[config.mk]
export PLATFORM = sky130hd
export DESIGN_NAME = ir_pulse_distance_encoder_core_flat
export DESIGN_NICKNAME = d
export VERILOG_FILES = /design/src/hw/rtl/irpd_pkg.sv /design/src/hw/rtl/irpd_if.sv /design/src/hw/rtl/irpd_csr.sv /design/src/hw/rtl/irpd_queue.sv /design/src/hw/rtl/irpd_seq.sv /design/src/hw/rtl/ir_pulse_distance_encoder_core.sv /design/src/flat_wrapper.sv
export SDC_FILE = /design/constraint.sdc
export NUM_CORES = 1
export LEC_CHECK = 0
export BUFFER_PORTS_ARGS = -buffer_cell sky130_fd_sc_hd__buf_2
export CAP_MARGIN = 25
export CORE_UTILIZATION = 35
export DETAILED_ROUTE_END_ITERATION = 8
export SLEW_MARGIN = 20
export SYNTH_ARGS = -nofsm -noshare
export SYNTH_HDL_FRONTEND = slang
export SYNTH_SLANG_ARGS = --single-unit
[constraint.sdc]
create_clock -name clock -period 6.6 [get_ports clock]
set_clock_uncertainty 0.05 [all_clocks]
set_input_delay 0.33 -clock clock [delete_from_list [all_inputs] [get_ports clock]]
set_output_delay 0.33 -clock clock [all_outputs]
set_load 0.02 [all_outputs]
[src/hw/rtl/irpd_pkg.sv]
// Package: shared types, register codes and reset constants of the IR pulse-distance encoder.
package irpd_pkg;

   // Default number of bits sent per input byte
   localparam int BITS_PER_BYTE_DEF = 8;

   // Field widths
   localparam int DATA_W  = 8;
   localparam int DUR_W   = 16;
   localparam int CSR_IDX_W = 3;

   // Depth of the queue between front and back
   localparam int QUEUE_DEPTH = 2;

   // Register reset values in microseconds
   localparam logic [DUR_W-1:0] HEADER_MARK_RST  = 16'd4400;
   localparam logic [DUR_W-1:0] HEADER_SPACE_RST = 16'd4400;
   localparam logic [DUR_W-1:0] BIT_MARK_RST     = 16'd560;
   localparam logic [DUR_W-1:0] ZERO_SPACE_RST   = 16'd560;
   localparam logic [DUR_W-1:0] ONE_SPACE_RST    = 16'd1690;

   // Shortest segment sent when a register holds zero
   localparam logic [DUR_W-1:0] MIN_DUR = 16'd1;

   // Register indexes
   typedef enum logic [CSR_IDX_W-1:0] {
      REG_HEADER_MARK  = 3'd0,
      REG_HEADER_SPACE = 3'd1,
      REG_BIT_MARK     = 3'd2,
      REG_ZERO_SPACE   = 3'd3,
      REG_ONE_SPACE    = 3'd4
   } reg_idx_type;

   // Segment sequencer phases
   typedef enum logic [1:0] {
      PH_HDR_MARK,
      PH_HDR_SPACE,
      PH_BIT_MARK,
      PH_BIT_SPACE
   } phase_type;

   // Timing configuration
   typedef struct packed {
      logic [DUR_W-1:0] header_mark_us;
      logic [DUR_W-1:0] header_space_us;
      logic [DUR_W-1:0] bit_mark_us;
      logic [DUR_W-1:0] zero_space_us;
      logic [DUR_W-1:0] one_space_us;
   } cfg_type;

   // One queued input byte
   typedef struct packed {
      logic [DATA_W-1:0] data_byte;
      logic              frame_start;
      logic              frame_end;
   } item_type;

   // Queue to sequencer handshake
   typedef struct packed {
      logic     valid;
      item_type item;
   } queue_out_type;

endpackage

[src/hw/rtl/irpd_if.sv]
// Interfaces: request, response and register write channels.
interface irpd_req_if;
   logic                         valid;
   logic                         ready;
   logic [irpd_pkg::DATA_W-1:0]  data_byte;
   logic                         frame_start;
   logic                         frame_end;

   modport source (output valid, output data_byte, output frame_start, output frame_end,
                   input ready);
   modport sink   (input valid, input data_byte, input frame_start, input frame_end,
                   output ready);
endinterface

interface irpd_rsp_if;
   logic                         valid;
   logic                         ready;
   logic                         carrier_on;
   logic [irpd_pkg::DUR_W-1:0]   duration_us;
   logic                         item_last;
   logic                         frame_done;

   modport source (output valid, output carrier_on, output duration_us, output item_last,
                   output frame_done, input ready);
   modport sink   (input valid, input carrier_on, input duration_us, input item_last,
                   input frame_done, output ready);
endinterface

interface irpd_csr_if;
   logic                            valid;
   logic                            ready;
   logic [irpd_pkg::CSR_IDX_W-1:0]  index;
   logic [irpd_pkg::DUR_W-1:0]      data;

   modport source (output valid, output index, output data, input ready);
   modport sink   (input valid, input index, input data, output ready);
endinterface

[src/hw/rtl/irpd_csr.sv]
// Timing register file written through the register write channel.
module irpd_csr (
   input  logic              clock,
   input  logic              reset,
   irpd_csr_if.sink          csr_bus,
   output irpd_pkg::cfg_type cfg
);

   irpd_pkg::cfg_type cfg_ff;
   irpd_pkg::cfg_type cfg_in;

   // Always take a transfer
   assign csr_bus.ready = 1'b1;
   assign cfg = cfg_ff;

   // Decode the written index, drop unknown indexes
   always_comb begin
      cfg_in = cfg_ff;
      if (csr_bus.valid) begin
         case (irpd_pkg::reg_idx_type'(csr_bus.index))
            irpd_pkg::REG_HEADER_MARK:  cfg_in.header_mark_us  = csr_bus.data;
            irpd_pkg::REG_HEADER_SPACE: cfg_in.header_space_us = csr_bus.data;
            irpd_pkg::REG_BIT_MARK:     cfg_in.bit_mark_us     = csr_bus.data;
            irpd_pkg::REG_ZERO_SPACE:   cfg_in.zero_space_us   = csr_bus.data;
            irpd_pkg::REG_ONE_SPACE:    cfg_in.one_space_us    = csr_bus.data;
            default:                    cfg_in = cfg_ff;
         endcase
      end
   end

   always_ff @(posedge clock) begin
      if (reset) begin
         cfg_ff.header_mark_us  <= irpd_pkg::HEADER_MARK_RST;
         cfg_ff.header_space_us <= irpd_pkg::HEADER_SPACE_RST;
         cfg_ff.bit_mark_us     <= irpd_pkg::BIT_MARK_RST;
         cfg_ff.zero_space_us   <= irpd_pkg::ZERO_SPACE_RST;
         cfg_ff.one_space_us    <= irpd_pkg::ONE_SPACE_RST;
      end else begin
         cfg_ff <= cfg_in;
      end
   end

endmodule

[src/hw/rtl/irpd_queue.sv]
// Front end: accepts request transfers into a short register queue.
module irpd_queue (
   input  logic                    clock,
   input  logic                    reset,
   irpd_req_if.sink                req_bus,
   output irpd_pkg::queue_out_type q_out,
   input  logic                    q_pop
);

   localparam int PTR_W = (irpd_pkg::QUEUE_DEPTH > 1) ? $clog2(irpd_pkg::QUEUE_DEPTH) : 1;
   localparam int CNT_W = $clog2(irpd_pkg::QUEUE_DEPTH + 1);

   irpd_pkg::item_type slot_ff [irpd_pkg::QUEUE_DEPTH];
   logic [PTR_W-1:0]   wr_ptr_ff, wr_ptr_in;
   logic [PTR_W-1:0]   rd_ptr_ff, rd_ptr_in;
   logic [CNT_W-1:0]   count_ff, count_in;
   logic               push;
   logic               pop;

   // Accept while there is room
   assign req_bus.ready = (count_ff != CNT_W'(irpd_pkg::QUEUE_DEPTH));
   assign push = req_bus.valid && req_bus.ready;
   assign pop  = q_pop && (count_ff != '0);

   assign q_out.valid = (count_ff != '0);
   assign q_out.item  = slot_ff[rd_ptr_ff];

   // Advance pointers with wrap
   always_comb begin
      wr_ptr_in = wr_ptr_ff;
      rd_ptr_in = rd_ptr_ff;
      count_in  = count_ff;
      if (push) begin
         wr_ptr_in = (wr_ptr_ff == PTR_W'(irpd_pkg::QUEUE_DEPTH - 1)) ? '0 : wr_ptr_ff + 1'b1;
      end
      if (pop) begin
         rd_ptr_in = (rd_ptr_ff == PTR_W'(irpd_pkg::QUEUE_DEPTH - 1)) ? '0 : rd_ptr_ff + 1'b1;
      end
      if (push && !pop) begin
         count_in = count_ff + 1'b1;
      end else if (pop && !push) begin
         count_in = count_ff - 1'b1;
      end
   end

   always_ff @(posedge clock) begin
      if (reset) begin
         wr_ptr_ff <= '0;
         rd_ptr_ff <= '0;
         count_ff  <= '0;
      end else begin
         wr_ptr_ff <= wr_ptr_in;
         rd_ptr_ff <= rd_ptr_in;
         count_ff  <= count_in;
      end
   end

   // Store the payload of each transfer
   always_ff @(posedge clock) begin
      if (push) begin
         slot_ff[wr_ptr_ff].data_byte   <= req_bus.data_byte;
         slot_ff[wr_ptr_ff].frame_start <= req_bus.frame_start;
         slot_ff[wr_ptr_ff].frame_end   <= req_bus.frame_end;
      end
   end

endmodule

[src/hw/rtl/irpd_seq.sv]
// Back end: steps through header and bit segments and drives the response register.
module irpd_seq #(
   parameter int BITS_PER_BYTE = irpd_pkg::BITS_PER_BYTE_DEF
) (
   input  logic                    clock,
   input  logic                    reset,
   input  irpd_pkg::cfg_type       cfg,
   input  irpd_pkg::queue_out_type q_out,
   output logic                    q_pop,
   irpd_rsp_if.source              rsp_bus
);

   localparam int CNT_W = (BITS_PER_BYTE > 1) ? $clog2(BITS_PER_BYTE) : 1;
   localparam logic [CNT_W-1:0] LAST_BIT = CNT_W'(BITS_PER_BYTE - 1);

   irpd_pkg::phase_type             phase_ff, phase_in;
   logic                            active_ff, active_in;
   logic [CNT_W-1:0]                bit_cnt_ff, bit_cnt_in;
   logic [irpd_pkg::DATA_W-1:0]     data_ff, data_in;
   logic                            end_ff, end_in;

   logic                            rsp_valid_ff, rsp_valid_in;
   logic                            carrier_ff;
   logic [irpd_pkg::DUR_W-1:0]      dur_ff;
   logic                            last_ff;
   logic                            done_ff;

   logic                            slot_free;
   logic                            fire;
   logic                            last_seg;
   logic                            load;
   logic                            seg_mark;
   logic [irpd_pkg::DUR_W-1:0]      seg_raw;
   logic [irpd_pkg::DUR_W-1:0]      seg_dur;

   // Output register frees up when empty or being taken
   assign slot_free = !rsp_valid_ff || rsp_bus.ready;
   assign fire      = active_ff && slot_free;
   assign last_seg  = (phase_ff == irpd_pkg::PH_BIT_SPACE) && (bit_cnt_ff == LAST_BIT);
   assign load      = q_out.valid && (!active_ff || (fire && last_seg));
   assign q_pop     = load;

   // Select the segment of the current phase, clamp zero to the minimum
   always_comb begin
      case (phase_ff)
         irpd_pkg::PH_HDR_MARK: begin
            seg_mark = 1'b1;
            seg_raw  = cfg.header_mark_us;
         end
         irpd_pkg::PH_HDR_SPACE: begin
            seg_mark = 1'b0;
            seg_raw  = cfg.header_space_us;
         end
         irpd_pkg::PH_BIT_MARK: begin
            seg_mark = 1'b1;
            seg_raw  = cfg.bit_mark_us;
         end
         irpd_pkg::PH_BIT_SPACE: begin
            seg_mark = 1'b0;
            seg_raw  = data_ff[0] ? cfg.one_space_us : cfg.zero_space_us;
         end
         default: begin
            seg_mark = 1'b0;
            seg_raw  = irpd_pkg::MIN_DUR;
         end
      endcase
      seg_dur = (seg_raw == '0) ? irpd_pkg::MIN_DUR : seg_raw;
   end

   // Next phase, bit counter and byte shifter
   always_comb begin
      phase_in   = phase_ff;
      active_in  = active_ff;
      bit_cnt_in = bit_cnt_ff;
      data_in    = data_ff;
      end_in     = end_ff;
      if (load) begin
         active_in  = 1'b1;
         phase_in   = q_out.item.frame_start ? irpd_pkg::PH_HDR_MARK : irpd_pkg::PH_BIT_MARK;
         bit_cnt_in = '0;
         data_in    = q_out.item.data_byte;
         end_in     = q_out.item.frame_end;
      end else if (fire && last_seg) begin
         active_in = 1'b0;
      end else if (fire) begin
         case (phase_ff)
            irpd_pkg::PH_HDR_MARK:  phase_in = irpd_pkg::PH_HDR_SPACE;
            irpd_pkg::PH_HDR_SPACE: phase_in = irpd_pkg::PH_BIT_MARK;
            irpd_pkg::PH_BIT_MARK:  phase_in = irpd_pkg::PH_BIT_SPACE;
            irpd_pkg::PH_BIT_SPACE: begin
               phase_in   = irpd_pkg::PH_BIT_MARK;
               bit_cnt_in = bit_cnt_ff + 1'b1;
               data_in    = data_ff >> 1;
            end
            default: phase_in = irpd_pkg::PH_BIT_MARK;
         endcase
      end
   end

   // Hold the response until the receiver takes it
   always_comb begin
      rsp_valid_in = rsp_valid_ff;
      if (fire) begin
         rsp_valid_in = 1'b1;
      end else if (rsp_bus.ready) begin
         rsp_valid_in = 1'b0;
      end
   end

   always_ff @(posedge clock) begin
      if (reset) begin
         phase_ff     <= irpd_pkg::PH_BIT_MARK;
         active_ff    <= 1'b0;
         bit_cnt_ff   <= '0;
         rsp_valid_ff <= 1'b0;
      end else begin
         phase_ff     <= phase_in;
         active_ff    <= active_in;
         bit_cnt_ff   <= bit_cnt_in;
         rsp_valid_ff <= rsp_valid_in;
      end
   end

   always_ff @(posedge clock) begin
      data_ff <= data_in;
      end_ff  <= end_in;
      if (fire) begin
         carrier_ff <= seg_mark;
         dur_ff     <= seg_dur;
         last_ff    <= last_seg;
         done_ff    <= last_seg && end_ff;
      end
   end

   assign rsp_bus.valid       = rsp_valid_ff;
   assign rsp_bus.carrier_on  = carrier_ff;
   assign rsp_bus.duration_us = dur_ff;
   assign rsp_bus.item_last   = last_ff;
   assign rsp_bus.frame_done  = done_ff;

   // Finishing a byte with nothing queued leaves the sequencer idle
   a_idle_after_last: assert property (@(posedge clock) disable iff (reset)
      (fire && last_seg && !q_out.valid) |=> !active_ff)
      else $error("sequencer still active after last segment");

   // A shown segment never has zero length
   a_dur_nonzero: assert property (@(posedge clock) disable iff (reset)
      rsp_valid_ff |-> (dur_ff != '0))
      else $error("zero duration segment");

   // Frame end is flagged only on an item's last segment, which is a space
   a_done_on_last: assert property (@(posedge clock) disable iff (reset)
      (rsp_valid_ff && done_ff) |-> (last_ff && !carrier_ff))
      else $error("frame end off the last segment");

   // Header phases only occur before the first bit
   a_hdr_first: assert property (@(posedge clock) disable iff (reset)
      (active_ff && (phase_ff == irpd_pkg::PH_HDR_MARK ||
                     phase_ff == irpd_pkg::PH_HDR_SPACE)) |-> (bit_cnt_ff == '0))
      else $error("header segment after bits started");

endmodule

[src/hw/rtl/ir_pulse_distance_encoder_core.sv]
// IR pulse-distance encoder: request queue, segment sequencer and timing registers.
//
// Usage:
//   req_bus carries one byte per transfer with frame_start and frame_end flags.
//   rsp_bus returns one carrier segment per transfer: carrier_on, duration_us,
//   item_last on the final segment of a byte, frame_done on that segment when
//   the byte closed a frame. Bits go out least significant first, each as a
//   mark followed by a short (zero) or long (one) space; a header mark and
//   space come first when frame_start is set.
//   csr_bus writes the five timing registers by index; unknown indexes are
//   dropped. Write them only while no byte is in flight.
// Flow:
//   A byte sent into an idle block passes the queue and the sequencer state
//   before its first segment is registered. While rsp_bus.ready is high,
//   one segment goes out per cycle, set by the single response register, and
//   the next queued byte starts right after the last segment of the current one.
//   A byte is 2*BITS_PER_BYTE segments, plus 2 with a header (16 or 18 at 8 bits).
// Reset: queue empty, no response valid, timing registers at their defaults.
// Stall: a low rsp_bus.ready freezes the sequencer; the two-entry queue keeps
//   taking bytes until it fills, then req_bus.ready drops.
module ir_pulse_distance_encoder_core #(
   parameter int BITS_PER_BYTE = irpd_pkg::BITS_PER_BYTE_DEF
) (
   input  logic       clock,
   input  logic       reset,
   irpd_req_if.sink   req_bus,
   irpd_rsp_if.source rsp_bus,
   irpd_csr_if.sink   csr_bus
);

   irpd_pkg::cfg_type       cfg;
   irpd_pkg::queue_out_type q_out;
   logic                    q_pop;

   // Timing registers
   irpd_csr u_csr (
      .clock   (clock),
      .reset   (reset),
      .csr_bus (csr_bus),
      .cfg     (cfg)
   );

   // Front end queue
   irpd_queue u_queue (
      .clock   (clock),
      .reset   (reset),
      .req_bus (req_bus),
      .q_out   (q_out),
      .q_pop   (q_pop)
   );

   // Back end sequencer
   irpd_seq #(
      .BITS_PER_BYTE (BITS_PER_BYTE)
   ) u_seq (
      .clock   (clock),
      .reset   (reset),
      .cfg     (cfg),
      .q_out   (q_out),
      .q_pop   (q_pop),
      .rsp_bus (rsp_bus)
   );

endmodule

[src/flat_wrapper.sv]
// flat-port wrapper written by rule: the top's interface ports become plain ports
module ir_pulse_distance_encoder_core_flat 
#(
   parameter int BITS_PER_BYTE = irpd_pkg::BITS_PER_BYTE_DEF
)
  (clock, reset, req_bus_valid, req_bus_data_byte, req_bus_frame_start, req_bus_frame_end, req_bus_ready, rsp_bus_valid, rsp_bus_carrier_on, rsp_bus_duration_us, rsp_bus_item_last, rsp_bus_frame_done, rsp_bus_ready, csr_bus_valid, csr_bus_index, csr_bus_data, csr_bus_ready);
  irpd_req_if req_bus_i ();
  irpd_rsp_if rsp_bus_i ();
  irpd_csr_if csr_bus_i ();
  input  logic clock;
  input  logic reset;
  input wire logic [$bits(req_bus_i.valid)-1:0] req_bus_valid;
  input wire logic [$bits(req_bus_i.data_byte)-1:0] req_bus_data_byte;
  input wire logic [$bits(req_bus_i.frame_start)-1:0] req_bus_frame_start;
  input wire logic [$bits(req_bus_i.frame_end)-1:0] req_bus_frame_end;
  output wire logic [$bits(req_bus_i.ready)-1:0] req_bus_ready;
  output wire logic [$bits(rsp_bus_i.valid)-1:0] rsp_bus_valid;
  output wire logic [$bits(rsp_bus_i.carrier_on)-1:0] rsp_bus_carrier_on;
  output wire logic [$bits(rsp_bus_i.duration_us)-1:0] rsp_bus_duration_us;
  output wire logic [$bits(rsp_bus_i.item_last)-1:0] rsp_bus_item_last;
  output wire logic [$bits(rsp_bus_i.frame_done)-1:0] rsp_bus_frame_done;
  input wire logic [$bits(rsp_bus_i.ready)-1:0] rsp_bus_ready;
  input wire logic [$bits(csr_bus_i.valid)-1:0] csr_bus_valid;
  input wire logic [$bits(csr_bus_i.index)-1:0] csr_bus_index;
  input wire logic [$bits(csr_bus_i.data)-1:0] csr_bus_data;
  output wire logic [$bits(csr_bus_i.ready)-1:0] csr_bus_ready;
  assign req_bus_i.valid = req_bus_valid;
  assign req_bus_i.data_byte = req_bus_data_byte;
  assign req_bus_i.frame_start = req_bus_frame_start;
  assign req_bus_i.frame_end = req_bus_frame_end;
  assign req_bus_ready = req_bus_i.ready;
  assign rsp_bus_valid = rsp_bus_i.valid;
  assign rsp_bus_carrier_on = rsp_bus_i.carrier_on;
  assign rsp_bus_duration_us = rsp_bus_i.duration_us;
  assign rsp_bus_item_last = rsp_bus_i.item_last;
  assign rsp_bus_frame_done = rsp_bus_i.frame_done;
  assign rsp_bus_i.ready = rsp_bus_ready;
  assign csr_bus_i.valid = csr_bus_valid;
  assign csr_bus_i.index = csr_bus_index;
  assign csr_bus_i.data = csr_bus_data;
  assign csr_bus_ready = csr_bus_i.ready;
  ir_pulse_distance_encoder_core #(.BITS_PER_BYTE(BITS_PER_BYTE)) u_core (.clock(clock), .reset(reset), .req_bus(req_bus_i), .rsp_bus(rsp_bus_i), .csr_bus(csr_bus_i));
endmodule
==> metrics.log <==
[metrics] Reg-to-Reg End: u_core.u_seq.rsp_bus.duration_us[0]$_SDFFCE_PN1P_
[metrics] number of nets at the end of the flow: 660
[metrics] number of flops mapped to enable cells by yosys: 48
[metrics] clock transition time at the flip-flop clock pins of the worst setup and hold paths: 0.06 ns
[metrics] later-pin clock latency in the skew report: 0.41 ns
[metrics] final standard cell area without fillers: 6710 um^2
[metrics] slack of the worst reg-to-reg path: 3.70 ns
[metrics] Critical Path Sink Type: flop
[metrics] overall via count from detail_route: 4,320
[metrics] launch point of the worst path: u_core.u_seq.data_ff[0]$_DFFE_PP_
[metrics] number of synthesized register bits: 140
[metrics] normalized max-slew margin: 0.300
[metrics] Port Buffers: 54
[metrics] dpl cell area: 6170 um^2
[metrics] Synth area leaders: sky130_fd_sc_hd__dfxtp_1 32%, sky130_fd_sc_hd__edfxtp_1 25%, sky130_fd_sc_hd__nand2_1 12%, sky130_fd_sc_hd__a21oi_1 5.8%, sky130_fd_sc_hd__mux2i_1 4.0%
[metrics] depth of the worst register-to-register path: 5
[metrics] P&R area growth vs syn: 17.0%
[metrics] sequential-to-total area share from yosys stat: 0.573
[metrics] first-pass detailed-route iteration total: 5
[metrics] first-iteration detailed-routing DRC count: 262
[metrics] clock group share of total power: 0.354
[metrics] cell with the most instances after synthesis: sky130_fd_sc_hd__nand2_1
[metrics] number of instances in the synthesized netlist: 582
[metrics] Site Rows: 46
[metrics] critical-path maximum fanout: 20
[metrics] Total Die Area: 16,900 um^2
[metrics] main flop type after synthesis: sky130_fd_sc_hd__dfxtp_1
[metrics] post-CTS repair timing setup buffer count: 0
[metrics] number of warnings printed during yosys synthesis: 0
[metrics] critical setup path kind: flop to flop
[metrics] Gate power share: 0.195
[metrics] class of the tightest hold or removal check: input pin to flop
[metrics] cts hold-fix bufs: 0
[metrics] starting utilization of the core area: 0.360
[metrics] hold path cells: 1
[metrics] total negative setup slack: 0 ns
[metrics] pre-CTS setup slack: 3.74 ns
[metrics] diode count: 0
[metrics] peak ir drop on the vdd network: 254 uV
[metrics] Net Sw Power: 721 uW
[metrics] count of unresolved DRC violations after routing: 0
[metrics] post-synth net total: 619
[metrics] HPWL reported at the end of detailed placement: 9090 um
[metrics] total setup violations reported at the end of the flow: 0
[metrics] die extent in x: 130 um
[metrics] Via density: 5.07
[metrics] CTS HTree Levels: 4
[metrics] Worst Min Path Start: req_bus_data_byte[5]
[metrics] Pins Over Slew Limit: 0
[metrics] weighted congestion at the end of routability-driven global placement: 0.837
[metrics] number of endpoints with negative hold slack in the final report: 0
[metrics] Resize count post-CTS: 0
[metrics] portion of the clock cycle consumed by the worst path in the final layout: 0.439
[metrics] CTS root buf: sky130_fd_sc_hd__clkbuf_16
[metrics] startpoint kind of the worst setup timing path: flop
[metrics] mean post-synth cell area: 9.85 um^2
[metrics] Die Span Y: 130 um
[metrics] Total GRT Usage: 0.180
[metrics] Leakage: 2.52 nW
[metrics] end of the worst hold path: u_core.u_queue.slot_ff[1][7]$_DFFE_PP_
[metrics] core box area: 15,900 um^2
[metrics] count of max-cap constraint violations: 0
[metrics] I/O pin total: 56
[metrics] total power divided by cell area: 373 nW/um^2
[metrics] number of sinks driven by the clock tree: 140
[metrics] Congestion Overflow GR: 0
[metrics] total clock buffers created by CTS: 17
[metrics] async set-or-reset flop fraction in the synthesized netlist: 0
[metrics] cell accounting for the most synthesized area: sky130_fd_sc_hd__dfxtp_1
[metrics] worst-margin pin slew: 1.05 ns
[metrics] sequential cell fraction of total power: 0.451
[metrics] Post-DRT Antenna Nets: 0
[metrics] Arr. time, crit path: 3.13 ns
[metrics] most instantiated cells after synthesis: 176 x sky130_fd_sc_hd__nand2_1, 92 x sky130_fd_sc_hd__dfxtp_1, 66 x sky130_fd_sc_hd__a21oi_1
[metrics] global-route wire length before repair: 22,500 um
[metrics] share of layout cells above drive strength 1: 0.168
[metrics] Cell variety after synth: 44
[metrics] switching part of the total: 0.288
[metrics] top cell type's share of synthesized area: 0.321
[metrics] average wire per standard cell: 16.6 um
[metrics] CP required: 6.83 ns
[metrics] Filler Cells Inserted: 1,564
[metrics] Clock Tree Buf Depth: 2
[metrics] total wire length after detailed routing: 14,100 um
[metrics] CTS tree: done
[metrics] status: finished, final reports clean
[metrics] RSZ-0062 raised after global routing: no
[metrics] vias in the first global route: 4,262
[metrics] upper clock frequency limit: 345 MHz
[metrics] pin count of the biggest net entering global routing: 93
[metrics] worst path setup slack after routing: 3.70 ns
[metrics] cell internal power dissipation: 1.78 mW
[metrics] mapped cell area: 5730 um^2
[metrics] min cycle time layout: 2.90 ns
[metrics] Critical R2R Launch: u_core.u_seq.data_ff[0]$_DFFE_PP_
[metrics] antenna violations before repair: 0
## metal layers
metal	vias up	track usage	part of all wire
met2	157	0.308	0.49
li1	2085	-	-
met4	0	0.0821	0.022
met5	-	0	0
met1	2052	0.217	0.43
met3	26	0.0398	0.057
## worst max-delay path: stages (launching register included)
cell and delay (ns):
sky130_fd_sc_hd__edfxtp_1 1.04, sky130_fd_sc_hd__mux2_4 0.35, sky130_fd_sc_hd__mux4_2 0.48, sky130_fd_sc_hd__or3b_1 0.39, sky130_fd_sc_hd__nor4_1 0.27, sky130_fd_sc_hd__a31o_1 0.18
## power groups by stage
stage	registers (mW)	clock network, mW	logic [mW]
2_1_floorplan	1.13	0	0.347
3_3_place_gp	1.14	0	0.471
3_5_place_dp	1.15	0	0.490
4_1_cts	1.13	0.901	0.492
5_1_grt	1.14	0.939	0.541
6_report	1.13	0.887	0.487
## cell families after synthesis
logic type / Yosys count / share of synthesized area
and+or+nand+nor: 247 / 0.190
DFF: 140 / 0.573
AOI/OAI and AO/OA: 100 / 0.0954
muxes: 44 / 0.0978
buffers and inverters: 42 / 0.0295
xor gates and xnor gates: 5 / 0.00764
adders and majority gates: 3 / 0.00655
other: 1 / 0.000654
## layout make-up
| type | count | area [um^2] | area share |
|---|---|---|---|
| Tap cell | 216 | 270 | 0.0403 |
| Multi-Input combinational cell | 400 | 2280 | 0.340 |
| Sequential cell | 140 | 3280 | 0.489 |
| Timing Repair Buffer | 59 | 312 | 0.0464 |
| Clock inverter | 10 | 98.8 | 0.0147 |
| Inverter | 5 | 18.8 | 0.00280 |
| Clock buffer | 22 | 444 | 0.0662 |
## layout by cell type (no fill, tap or decap), drive strengths merged, types with 2 or more instances in the layout
| cell | n |
|---|---|
| inv | 4 |
| nor3 | 6 |
| nor2b | 7 |
| and3 | 3 |
| a31o | 2 |
| bufinv | 2 |
| a211oi | 5 |
| mux2 | 13 |
| xor2 | 4 |
| clkbuf | 22 |
| mux4 | 8 |
| nor4 | 4 |
| a22oi | 2 |
| o22a | 2 |
| dfxtp | 92 |
| nand3 | 4 |
| nand3b | 21 |
| and2 | 3 |
| mux2i | 23 |
| nand2 | 176 |
| edfxtp | 48 |
| a21oi | 66 |
| clkinv | 8 |
| o21ai | 17 |
| ha | 3 |
| buf | 59 |
| o22ai | 2 |
| nor2 | 16 |
## through the flow
step / hold WS (ns) / total power [mW] / util / instances
final: 0.0540 / 2.50 / 0.421 / 852
after global routing: 0.0403 / 2.62 / 0.421 / 852
after CTS: 0.0356 / 2.52 / 0.421 / 852
after detailed placement: 0.396 / 1.64 / 0.387 / 820
after global placement: 0.389 / 1.61 / 0.386 / 818
after floorplan: 0.379 / 1.48 / - / 582
## flip-flops by register name, indices dropped and copies added (netlist names), named ones only
name and flops:
u_core.u_csr.cfg 80, u_core.u_queue.slot_ff 20, u_core.u_seq.rsp_bus.duration_us 16, u_core.u_seq.data_ff 8, u_core.u_seq.bit_cnt_ff 3, u_core.u_queue.count_ff 2
u_core.u_seq.phase_ff 2, u_core.u_queue.rd_ptr_ff 1, u_core.u_queue.wr_ptr_ff 1, u_core.u_seq.active_ff 1, u_core.u_seq.end_ff 1, u_core.u_seq.rsp_bus.carrier_on 1
u_core.u_seq.rsp_bus.frame_done 1, u_core.u_seq.rsp_bus.item_last 1, u_core.u_seq.rsp_bus.valid 1
## worst max-delay path by stage
stage / end / slack [ns] / cells after the start
after floorplan: u_core.u_seq.data_ff[0]$_DFFE_PP_ / 4.03 / 4
after global placement: u_core.u_seq.rsp_bus.duration_us[0]$_SDFFCE_PN1P_ / 3.80 / 5
after detailed placement: u_core.u_seq.rsp_bus.duration_us[0]$_SDFFCE_PN1P_ / 3.74 / 5
after CTS: u_core.u_seq.rsp_bus.duration_us[0]$_SDFFCE_PN1P_ / 3.71 / 5
after global routing: u_core.u_seq.rsp_bus.duration_us[0]$_SDFFCE_PN1P_ / 3.54 / 5
final: u_core.u_seq.rsp_bus.duration_us[0]$_SDFFCE_PN1P_ / 3.70 / 5
Power figures use the tool's default switching activity.
